--- src/rtl/e2c_pkg.sv ---
// e2c_pkg: shared widths, constants, lookup table and stage types for the
// epoch seconds to calendar pipeline
// no dependencies
package e2c_pkg;

  localparam int IN_W              = 38;
  localparam int IN_TDATA_W        = 40;
  localparam int OUT_TDATA_W       = 40;
  localparam int SECONDS_WIDTH_DEF = 40;
  localparam int NSTAGES           = 13;

  localparam int YEAR_W  = 14;
  localparam int MONTH_W = 4;
  localparam int MDAY_W  = 5;
  localparam int HOUR_W  = 5;
  localparam int MIN_W   = 6;
  localparam int SEC_W   = 6;

  // day split: biased seconds, 86400 = 675 * 2^7
  localparam int            U_W        = 39;
  localparam int            DAYS_W     = 22;
  localparam int            TOD_W      = 17;
  localparam int            SPD_LOG2   = 7;
  localparam int            DQ_N       = U_W - SPD_LOG2;
  localparam int            DQ_DIV     = 675;
  localparam int            DQ_SH      = 41;
  localparam logic [DQ_N-1:0] DQ_M     = DQ_N'((64'd1 << DQ_SH) / 64'(DQ_DIV));
  localparam int            DQ_REM_W   = 11;
  localparam int            DQ_RES_W   = 10;
  localparam logic [U_W-1:0] SEC_OFFSET = 39'd137439072000;

  // julian day and reform
  localparam logic [DAYS_W-1:0] DAY_BIAS   = 22'd849858;
  localparam logic [DAYS_W-1:0] REFORM_DAY = 22'd2299161;

  // alpha = (4z - 7468865) / 146097
  localparam int              NA_W       = 24;
  localparam int              ALPHA_W    = 7;
  localparam int              A_DIV      = 146097;
  localparam int              A_SH       = 41;
  localparam logic [NA_W-1:0] A_M        = NA_W'((64'd1 << A_SH) / 64'(A_DIV));
  localparam logic [NA_W-1:0] ALPHA_BIAS = 24'd7468865;

  // c = (20b - 2442) / 7305
  localparam logic [DAYS_W-1:0] B_OFS = 22'd1524;
  localparam int              NC_W    = 27;
  localparam int              C_W     = 14;
  localparam int              C_DIV   = 7305;
  localparam int              C_SH    = 39;
  localparam logic [NC_W-1:0] C_M     = NC_W'((64'd1 << C_SH) / 64'(C_DIV));
  localparam logic [NC_W-1:0] C_BIAS  = 27'd2442;
  localparam int              D_MUL   = 1461;
  localparam int              D_W     = 24;
  localparam int              BD_W    = 9;
  localparam int              E_W     = 4;
  localparam int              E_MAX   = 15;
  localparam logic [E_W-1:0]  E_WRAP  = 4'd14;
  localparam logic [E_W-1:0]  E_OFS_LO = 4'd1;
  localparam logic [E_W-1:0]  E_OFS_HI = 4'd13;
  localparam logic [MONTH_W-1:0] FEBRUARY = 4'd2;
  localparam logic [YEAR_W-1:0] YEAR_OFS_LATE  = 14'd4716;
  localparam logic [YEAR_W-1:0] YEAR_OFS_EARLY = 14'd4715;

  // time of day: exact reciprocals over the reachable range
  localparam int MT_W  = 11;
  localparam int MT_MW = 18;
  localparam logic [MT_MW-1:0] MT_M = 18'd139811;
  localparam int MT_SH = 23;
  localparam int HR_MW = 12;
  localparam logic [HR_MW-1:0] HR_M = 12'd2185;
  localparam int HR_SH = 17;
  localparam int SIXTY = 60;

  localparam int CLK_DONE = 6;

  typedef struct packed {
    logic [DAYS_W-1:0] days;
    logic [TOD_W-1:0]  tod;
  } split_t;

  typedef struct packed {
    logic [HOUR_W-1:0] hour;
    logic [MIN_W-1:0]  minute;
    logic [SEC_W-1:0]  second;
  } clock_t;

  typedef struct packed {
    logic signed [YEAR_W-1:0] year;
    logic [MONTH_W-1:0]       month;
    logic [MDAY_W-1:0]        day_of_month;
  } date_t;

  // floor(30.6001 * e)
  function automatic logic [BD_W-1:0] month_base(input logic [E_W-1:0] e);
    logic [BD_W-1:0] v;
    unique case (e)
      4'd0:  v = 9'd0;
      4'd1:  v = 9'd30;
      4'd2:  v = 9'd61;
      4'd3:  v = 9'd91;
      4'd4:  v = 9'd122;
      4'd5:  v = 9'd153;
      4'd6:  v = 9'd183;
      4'd7:  v = 9'd214;
      4'd8:  v = 9'd244;
      4'd9:  v = 9'd275;
      4'd10: v = 9'd306;
      4'd11: v = 9'd336;
      4'd12: v = 9'd367;
      4'd13: v = 9'd397;
      4'd14: v = 9'd428;
      4'd15: v = 9'd459;
    endcase
    return v;
  endfunction

endpackage

--- src/rtl/e2c_ctrl.sv ---
// e2c_ctrl: valid bits and per-stage load enables for the pipeline
// bubbles collapse so an empty stage takes a request while the output stalls
module e2c_ctrl #(
  parameter int NST = 13
) (
  input  logic           clk,
  input  logic           rst_n,
  input  logic           in_valid,
  output logic           in_ready,
  output logic           out_valid,
  input  logic           out_ready,
  output logic [NST-1:0] en
);

  logic [NST-1:0] valid_r;
  logic [NST-1:0] valid_nxt;

  always_comb begin
    for (int k = 0; k < NST; k++) begin
      en[k] = out_ready | ~(&(valid_r | ((NST'(1) << k) - NST'(1))));
    end
    valid_nxt[0] = en[0] ? in_valid : valid_r[0];
    for (int k = 1; k < NST; k++) begin
      valid_nxt[k] = en[k] ? valid_r[k-1] : valid_r[k];
    end
  end

  always_ff @(posedge clk) begin
    if (!rst_n) begin
      valid_r <= '0;
    end else begin
      valid_r <= valid_nxt;
    end
  end

  assign in_ready  = en[0];
  assign out_valid = valid_r[NST-1];

endmodule

--- src/rtl/e2c_split.sv ---
// e2c_split: seconds wrap, bias and floor split into day count and time of day
// stages 0 to 3; uses e2c_pkg
module e2c_split #(
  parameter int SECONDS_WIDTH = e2c_pkg::SECONDS_WIDTH_DEF
) (
  input  logic                              clk,
  input  logic [e2c_pkg::NSTAGES-1:0]       en,
  input  logic signed [e2c_pkg::IN_W-1:0]   in_secs,
  output e2c_pkg::split_t                   sp
);
  import e2c_pkg::*;

  logic signed [SECONDS_WIDTH-1:0] secs_r, secs_nxt;
  logic [U_W-1:0]                  u_r, u_nxt;
  logic [U_W-1:0]                  n_r;
  logic [2*DQ_N-1:0]               p_r, p_nxt;
  split_t                          sp_r, sp_nxt;

  logic [DAYS_W-1:0] q_est;
  logic [DQ_N-1:0]   rem_full;
  logic [DQ_REM_W-1:0] rem;
  logic [DQ_RES_W-1:0] rem_c;

  always_comb begin
    secs_nxt = SECONDS_WIDTH'(in_secs);
    u_nxt    = U_W'(secs_r) + SEC_OFFSET;
    p_nxt    = (2*DQ_N)'(u_r[U_W-1:SPD_LOG2]) * (2*DQ_N)'(DQ_M);

    q_est    = DAYS_W'(p_r >> DQ_SH);
    rem_full = n_r[U_W-1:SPD_LOG2] - DQ_N'(DQ_N'(q_est) * DQ_N'(DQ_DIV));
    rem      = rem_full[DQ_REM_W-1:0];
    if (rem >= DQ_REM_W'(DQ_DIV)) begin
      sp_nxt.days = q_est + DAYS_W'(1);
      rem_c       = DQ_RES_W'(rem - DQ_REM_W'(DQ_DIV));
    end else begin
      sp_nxt.days = q_est;
      rem_c       = rem[DQ_RES_W-1:0];
    end
    sp_nxt.tod = {rem_c, n_r[SPD_LOG2-1:0]};
  end

  always_ff @(posedge clk) begin
    if (en[0]) begin
      secs_r <= secs_nxt;
    end
    if (en[1]) begin
      u_r <= u_nxt;
    end
    if (en[2]) begin
      p_r <= p_nxt;
      n_r <= u_r;
    end
    if (en[3]) begin
      sp_r <= sp_nxt;
    end
  end

  assign sp = sp_r;

endmodule

--- src/rtl/e2c_clock.sv ---
// e2c_clock: time of day into hour, minute and second, then delay to the output stage
// stages 4 to 12; uses e2c_pkg
module e2c_clock (
  input  logic                        clk,
  input  logic [e2c_pkg::NSTAGES-1:0] en,
  input  e2c_pkg::split_t             sp,
  output e2c_pkg::clock_t             clk_out
);
  import e2c_pkg::*;

  logic [TOD_W-1:0]  tod4_r;
  logic [MT_W-1:0]   mt4_r, mt4_nxt;
  logic [MT_W-1:0]   mt5_r;
  logic [SEC_W-1:0]  sec5_r, sec5_nxt;
  logic [HOUR_W-1:0] hr5_r, hr5_nxt;
  clock_t            c6_nxt;
  clock_t            pipe_r [CLK_DONE:NSTAGES-1];

  always_comb begin
    mt4_nxt  = MT_W'(((TOD_W+MT_MW)'(sp.tod) * (TOD_W+MT_MW)'(MT_M)) >> MT_SH);
    sec5_nxt = SEC_W'(tod4_r - TOD_W'(TOD_W'(mt4_r) * TOD_W'(SIXTY)));
    hr5_nxt  = HOUR_W'(((MT_W+HR_MW)'(mt4_r) * (MT_W+HR_MW)'(HR_M)) >> HR_SH);
    c6_nxt.hour   = hr5_r;
    c6_nxt.minute = MIN_W'(mt5_r - MT_W'(MT_W'(hr5_r) * MT_W'(SIXTY)));
    c6_nxt.second = sec5_r;
  end

  always_ff @(posedge clk) begin
    if (en[4]) begin
      tod4_r <= sp.tod;
      mt4_r  <= mt4_nxt;
    end
    if (en[5]) begin
      mt5_r  <= mt4_r;
      sec5_r <= sec5_nxt;
      hr5_r  <= hr5_nxt;
    end
    if (en[CLK_DONE]) begin
      pipe_r[CLK_DONE] <= c6_nxt;
    end
    for (int k = CLK_DONE + 1; k < NSTAGES; k++) begin
      if (en[k]) begin
        pipe_r[k] <= pipe_r[k-1];
      end
    end
  end

  assign clk_out = pipe_r[NSTAGES-1];

endmodule

--- src/rtl/e2c_date.sv ---
// e2c_date: day count into year, month and day (julian day to calendar)
// stages 4 to 12; uses e2c_pkg
module e2c_date (
  input  logic                        clk,
  input  logic [e2c_pkg::NSTAGES-1:0] en,
  input  e2c_pkg::split_t             sp,
  output e2c_pkg::date_t              date
);
  import e2c_pkg::*;

  logic [DAYS_W-1:0]    z4_r, z4_nxt, z5_r, z6_r;
  logic                 jul4_r, jul4_nxt, jul5_r, jul6_r;
  logic [NA_W-1:0]      na4_r, na4_nxt, na5_r;
  logic [2*NA_W-1:0]    pa5_r, pa5_nxt;
  logic [ALPHA_W-1:0]   alpha6_r, alpha6_nxt, a_est;
  logic [NA_W-1:0]      a_rem;
  logic [DAYS_W-1:0]    a7, b7_r, b7_nxt, b8_r, b9_r;
  logic [NC_W-1:0]      nc7_r, nc7_nxt, nc8_r;
  logic [2*NC_W-1:0]    pc8_r, pc8_nxt;
  logic [C_W-1:0]       c_est, c9_r, c9_nxt, c10_r, c11_r;
  logic [NC_W-1:0]      c_rem;
  logic [D_W-1:0]       d10;
  logic [BD_W-1:0]      bd10_r, bd10_nxt, bd11_r;
  logic [E_MAX-1:0]     therm;
  logic [E_W-1:0]       e11_r, e11_nxt;
  logic [MONTH_W-1:0]   mon12;
  date_t                date_r, date_nxt;

  always_comb begin
    z4_nxt   = sp.days + DAY_BIAS;
    jul4_nxt = z4_nxt < REFORM_DAY;
    na4_nxt  = {z4_nxt, 2'b00} - ALPHA_BIAS;

    pa5_nxt = (2*NA_W)'(na4_r) * (2*NA_W)'(A_M);

    a_est = ALPHA_W'(pa5_r >> A_SH);
    a_rem = na5_r - NA_W'(NA_W'(a_est) * NA_W'(A_DIV));
    alpha6_nxt = (a_rem >= NA_W'(A_DIV)) ? a_est + ALPHA_W'(1) : a_est;

    if (jul6_r) begin
      a7 = z6_r;
    end else begin
      a7 = z6_r + DAYS_W'(1) + DAYS_W'(alpha6_r) - DAYS_W'(alpha6_r >> 2);
    end
    b7_nxt  = a7 + B_OFS;
    nc7_nxt = (NC_W'(b7_nxt) << 4) + (NC_W'(b7_nxt) << 2) - C_BIAS;

    pc8_nxt = (2*NC_W)'(nc7_r) * (2*NC_W)'(C_M);

    c_est  = C_W'(pc8_r >> C_SH);
    c_rem  = nc8_r - NC_W'(NC_W'(c_est) * NC_W'(C_DIV));
    c9_nxt = (c_rem >= NC_W'(C_DIV)) ? c_est + C_W'(1) : c_est;

    d10      = D_W'(D_W'(c9_r) * D_W'(D_MUL)) >> 2;
    bd10_nxt = BD_W'(b9_r - DAYS_W'(d10));

    for (int k = 1; k <= E_MAX; k++) begin
      therm[k-1] = bd10_r > month_base(E_W'(k));
    end
    e11_nxt = E_W'($countones(therm));

    mon12 = (e11_r < E_WRAP) ? e11_r - E_OFS_LO : e11_r - E_OFS_HI;
    date_nxt.month        = mon12;
    date_nxt.day_of_month = MDAY_W'(bd11_r - month_base(e11_r));
    date_nxt.year = (mon12 > FEBRUARY) ? YEAR_W'(c11_r) - YEAR_OFS_LATE
                                       : YEAR_W'(c11_r) - YEAR_OFS_EARLY;
  end

  always_ff @(posedge clk) begin
    if (en[4]) begin
      z4_r   <= z4_nxt;
      jul4_r <= jul4_nxt;
      na4_r  <= na4_nxt;
    end
    if (en[5]) begin
      pa5_r  <= pa5_nxt;
      na5_r  <= na4_r;
      z5_r   <= z4_r;
      jul5_r <= jul4_r;
    end
    if (en[6]) begin
      alpha6_r <= alpha6_nxt;
      z6_r     <= z5_r;
      jul6_r   <= jul5_r;
    end
    if (en[7]) begin
      b7_r  <= b7_nxt;
      nc7_r <= nc7_nxt;
    end
    if (en[8]) begin
      pc8_r <= pc8_nxt;
      nc8_r <= nc7_r;
      b8_r  <= b7_r;
    end
    if (en[9]) begin
      c9_r <= c9_nxt;
      b9_r <= b8_r;
    end
    if (en[10]) begin
      bd10_r <= bd10_nxt;
      c10_r  <= c9_r;
    end
    if (en[11]) begin
      e11_r  <= e11_nxt;
      bd11_r <= bd10_r;
      c11_r  <= c10_r;
    end
    if (en[12]) begin
      date_r <= date_nxt;
    end
  end

  assign date = date_r;

endmodule

--- src/rtl/epoch_seconds_to_calendar_top.sv ---
// epoch_seconds_to_calendar_top: signed unix seconds to utc calendar date and time
// uses e2c_pkg, e2c_ctrl, e2c_split, e2c_clock, e2c_date
//
//   channel | tdata bits | fields, low bit first
//   --------+------------+---------------------------------------------------------
//   in_     | 40         | epoch_seconds[37:0], zero pad [39:38]
//   out_    | 40         | year[13:0] month[17:14] day_of_month[22:18] hour[27:23]
//           |            | minute[33:28] second[39:34]
//
// one request per cycle while out_tready is high or a stage is empty, 13 register stages
// the split by 86400 and the two calendar quotients are reciprocal multiplies
// each followed by a registered correction step, which sets the depth
// rst_n clears the valid bits only, no clearing pass
// a stall holds the output register; empty stages keep taking requests
module epoch_seconds_to_calendar_top #(
  parameter int SECONDS_WIDTH = e2c_pkg::SECONDS_WIDTH_DEF
) (
  input  logic                               clk,
  input  logic                               rst_n,
  input  logic                               in_tvalid,
  output logic                               in_tready,
  input  logic [e2c_pkg::IN_TDATA_W-1:0]     in_tdata,   // epoch_seconds
  output logic                               out_tvalid,
  input  logic                               out_tready,
  output logic [e2c_pkg::OUT_TDATA_W-1:0] out_tdata // year month day_of_month hour minute second
);
  import e2c_pkg::*;

  logic [NSTAGES-1:0] en;
  split_t             sp;
  clock_t             clk_res;
  date_t              date;

  e2c_ctrl #(
    .NST(NSTAGES)
  ) u_ctrl (
    .clk      (clk),
    .rst_n    (rst_n),
    .in_valid (in_tvalid),
    .in_ready (in_tready),
    .out_valid(out_tvalid),
    .out_ready(out_tready),
    .en       (en)
  );

  e2c_split #(
    .SECONDS_WIDTH(SECONDS_WIDTH)
  ) u_split (
    .clk    (clk),
    .en     (en),
    .in_secs(in_tdata[IN_W-1:0]),
    .sp     (sp)
  );

  e2c_clock u_clock (
    .clk    (clk),
    .en     (en),
    .sp     (sp),
    .clk_out(clk_res)
  );

  e2c_date u_date (
    .clk (clk),
    .en  (en),
    .sp  (sp),
    .date(date)
  );

  assign out_tdata = {clk_res.second, clk_res.minute, clk_res.hour,
                      date.day_of_month, date.month, date.year};

endmodule

--- config.mk ---
export PLATFORM = sky130hd
export DESIGN_NAME = epoch_seconds_to_calendar_top
export DESIGN_NICKNAME = d
export VERILOG_FILES = /design/src/rtl/e2c_pkg.sv /design/src/rtl/e2c_ctrl.sv /design/src/rtl/e2c_split.sv /design/src/rtl/e2c_clock.sv /design/src/rtl/e2c_date.sv /design/src/rtl/epoch_seconds_to_calendar_top.sv
export SDC_FILE = /design/constraint.sdc
export NUM_CORES = 2
export LEC_CHECK = 0
export BUFFER_PORTS_ARGS = -buffer_cell sky130_fd_sc_hd__buf_2
export CORE_AREA = 2 2 381 383
export CTS_BUF_LIST = sky130_fd_sc_hd__clkbuf_4 sky130_fd_sc_hd__clkbuf_8
export DETAILED_ROUTE_END_ITERATION = 7
export DIE_AREA = 0 0 383 385
export PLACE_DENSITY = 0.66
export REMOVE_ABC_BUFFERS = 1
export SETUP_SLACK_MARGIN = 0.15
export SLEW_MARGIN = 0
export SYNTH_ARGS = -nofsm -noshare
export SYNTH_HDL_FRONTEND = slang
export SYNTH_SLANG_ARGS = --single-unit
--- constraint.sdc ---
create_clock -name clk -period 7.6 [get_ports clk]
set_input_delay 1.9 -clock clk [delete_from_list [all_inputs] [get_ports clk]]
set_output_delay 1.9 -clock clk [all_outputs]
set_load 0.05 [all_outputs]
==> impl_metrics.toml <==
[outcome]
status = "completed"

[clocking]
cts_root_buf = "clkbuf_8"
cts_tree = "built"
clk_pin_slew_ns = 0.06
clock-sinks = 628
cts_buffers = 103
clkLatencyLatePin_ns = 0.83
cts_buffer_depth = 3
htree_num_levels = 3

[final_layout]
seqCellArea_mm2 = 0.01868
drive_gt1_frac = 0.07248
multiInputGateArea_mm2 = 0.04749
area.growth.synth_to_final_pct = 8.777
fin_cells = 8680
fill_cells = 12190
final_nets = 9076

[timing]
relSlewSlack = 0.2595
setup_viol = 0
max_freq_mhz = 138.3
clock_skew_ns = 0.05980
drv_slew = 0
hold_viol = 0
rsz0062_at_grt = "false"
period_needed_ns = 7.231
totalNegativeSetupSlack_ns = 0
tightest_slew_ns = 1.104
fin_crit_sh = 0.9515

[yosys]
synth-main-ff-cell = "edfxtp_1"
yosys_warnings = 0
synth_most_common_cell = "inv_1"
yosys.area.top_type = "fa_1"
avgSynthCellArea_um2 = 11.38
yosysSeqAreaShare = 0.2576
synthCells = 6372
yosysTopAreaCellShare = 0.2581
synthesis.area_mm2 = 0.07252
synth_edf_count = 610
synthTopCellsByArea = "fa_1 (26%), edfxtp_1 (25%), ha_1 (24%)"
yosysUniqueCellTypes = 92
synth_commonest_cells = "inv_1 (1,659), ha_1 (1,409), fa_1 (935)"
yosys_register_bits = 628
synthArstFlopShare = 0

[grt]
track_usage = 0.2096
grt_pass1_wl_mm = 243.5
grt_pass1_vias = 46960
antenna_found_initial = 5
grt_overflow = 0
grt_start_max_net_pins = 70

[critical_path]
crit_slowest_cell = "fa_1"
r2r.worst_path.cells = 20
cp-endpoint = "u_date.pc8_r[50]$_DFFE_PP_"
cp.arrival_ns = 7.81
startpoint = "u_date.nc7_r[15]$_DFFE_PP_"
r2r_start = "u_date.nc7_r[15]$_DFFE_PP_"
crit_path_end_kind = "register"
ff2ff_setup_slack_ns = 0.37
r2r-end = "u_date.pc8_r[50]$_DFFE_PP_"
cp_top_family = "adder cells"
worstPathCellList = "buf_4 -> fa_1 -> fa_1 -> fa_1 -> fa_1 -> fa_1 -> fa_1 -> ha_1 -> ha_1 -> a21oi_1 -> nor2_1 -> a211oi_1 -> o21ai_0 -> or3_1 -> o211ai_1 -> a41oi_1 -> o21ai_2 -> o21ai_0 -> buf_4 -> xor2_1"
start_kind = "register"
max_stage_delay_ns = 0.55
cp_num_cells = 20
critPathBufInv = 2
crit_path_max_fanout = 9
critPathKind = "register to register"
worstPathRequired_ns = 8.18
path_common_cell = "fa_1"

[route]
wl_met1_mm = 65.67
wl_met2_mm = 73.86
dr.pass1.iters = 5
wirelength_mm = 148.6
drt_iter0_markers = 1999
ant_nets = 0
route.detailed.drc = 0
via_per_inst = 5.114
vias = 44390
top_layer_used = "met4"
wire_per_inst_um = 17.12
wl_met3_mm = 5.410

[die]
die_w_um = 383
rows = 139
die_area_mm2 = 0.1475
initial_core_util = 0.5066
io_pins = 86
dieHeight_um = 385
core_region_area_mm2 = 0.1431

[job]
drv_cap = 0

[worst_hold_path]
hold_start = "u_date.z5_r[2]$_DFFE_PP_"
hp-class = "register to register"

[place]
dp_cells = 8451
portBuffers = 83
gp_congestion = 0.9346
dp_hpwl_mm = 127.3
## state kept, by name, indices dropped and copies added (netlist names), 9 cells and up, named ones only
signal and flops:
u_split.u_r 39, u_date.date 23, u_date.z6_r 22, u_date.b8_r 9, u_date.z5_r 22, u_date.b7_r 9
u_date.c10_r 14, u_ctrl.valid_r 13, u_date.c11_r 14, u_date.nc7_r 25, u_split.sp 39, u_date.b9_r 9
u_date.pc8_r 14, u_date.na4_r 22, u_date.bd10_r 9, u_split.secs_r 38, u_split.n_r 18, u_date.nc8_r 25
u_split.p_r 22, u_date.z4_r 22, u_date.na5_r 22, u_clock.pipe_r 119, u_date.c9_r 14, u_clock.mt4_r 11
## timing repair
item,4_1_cts,5_1_grt
hold buffers,0,0
setup endpoints to repair,3,24
gates resized for setup,1,29
buffers inserted,1,34
pin swaps,1,16
endpoints found under the hold margin,0,0
## worst min path at each step
stage / to / slack, ns / depth (start not counted)
after floorplan: u_clock.pipe_r[0][102]$_DFFE_PP_ / 0.40 / 0
after global placement: u_date.z5_r[5]$_DFFE_PP_ / 0.40 / 0
after detailed placement: u_clock.pipe_r[0][123]$_DFFE_PP_ / 0.40 / 0
after CTS: u_date.z6_r[2]$_DFFE_PP_ / 0.37 / 0
after global routing: u_split.sp[6]$_DFFE_PP_ / 0.38 / 0
final: u_date.z6_r[2]$_DFFE_PP_ / 0.37 / 0
## per-stage QoR
step | util | hold WS [ns] | area [um2] | worst slack, ns
3_5_place_dp | 0.5318 | 0.4045 | 76120 | 0.1760
6_report | 0.5511 | 0.3735 | 78880 | 0.3688
2_1_floorplan | - | 0.4003 | 72270 | 0.6434
3_3_place_gp | 0.5318 | 0.4000 | 76120 | 0.1385
5_1_grt | 0.5511 | 0.3797 | 78880 | 0.1252
4_1_cts | 0.5478 | 0.3675 | 78420 | 0.1840
## cell families after synthesis
logic type | Yosys count | synth area share
simple gates | 665 | 0.04602
xor+xnor | 341 | 0.04129
flops | 628 | 0.2576
mux | 24 | 0.003830
compound gates | 665 | 0.06072
buf+inv | 1705 | 0.08936
fa+ha+maj | 2344 | 0.5012
## layout by cell type, fill, tap and decap left out, types with 31 or more instances in the layout
master,count
fa_1,928
a21oi_1,182
a21o_1,96
o21a_1,31
xor2_1,105
clkbuf_8,103
buf_4,163
xnor2_1,235
edfxtp_1,610
nor2_1,147
o21ai_0,108
nand2b_1,33
buf_2,83
and3_1,34
nand3_1,73
nand2_1,149
ha_1,1409
inv_1,1656
nor2b_1,34
nor3_1,56
## cell type report
class / count / share of cell area
multi-input cells: 4039 / 0.6021
flip-flops and latches: 628 / 0.2368
inverters: 1661 / 0.07904
well taps: 1903 / 0.03018
repair buffers: 255 / 0.02284
clock buffers: 127 / 0.02026
clock inverters: 64 / 0.008724
diodes: 3 / 0.00009517
## layer usage
layer / GRT usage / up-vias
li1: - / 21530
met1: 0.2779 / 21910
met2: 0.3666 / 730
met3: 0.02726 / 210
met4: 0.04688 / 0
met5: 0 / -
Power is left out: the tool's default activity adds up to more than one toggle a clock period on the data nets, which glitch-free logic cannot reach.
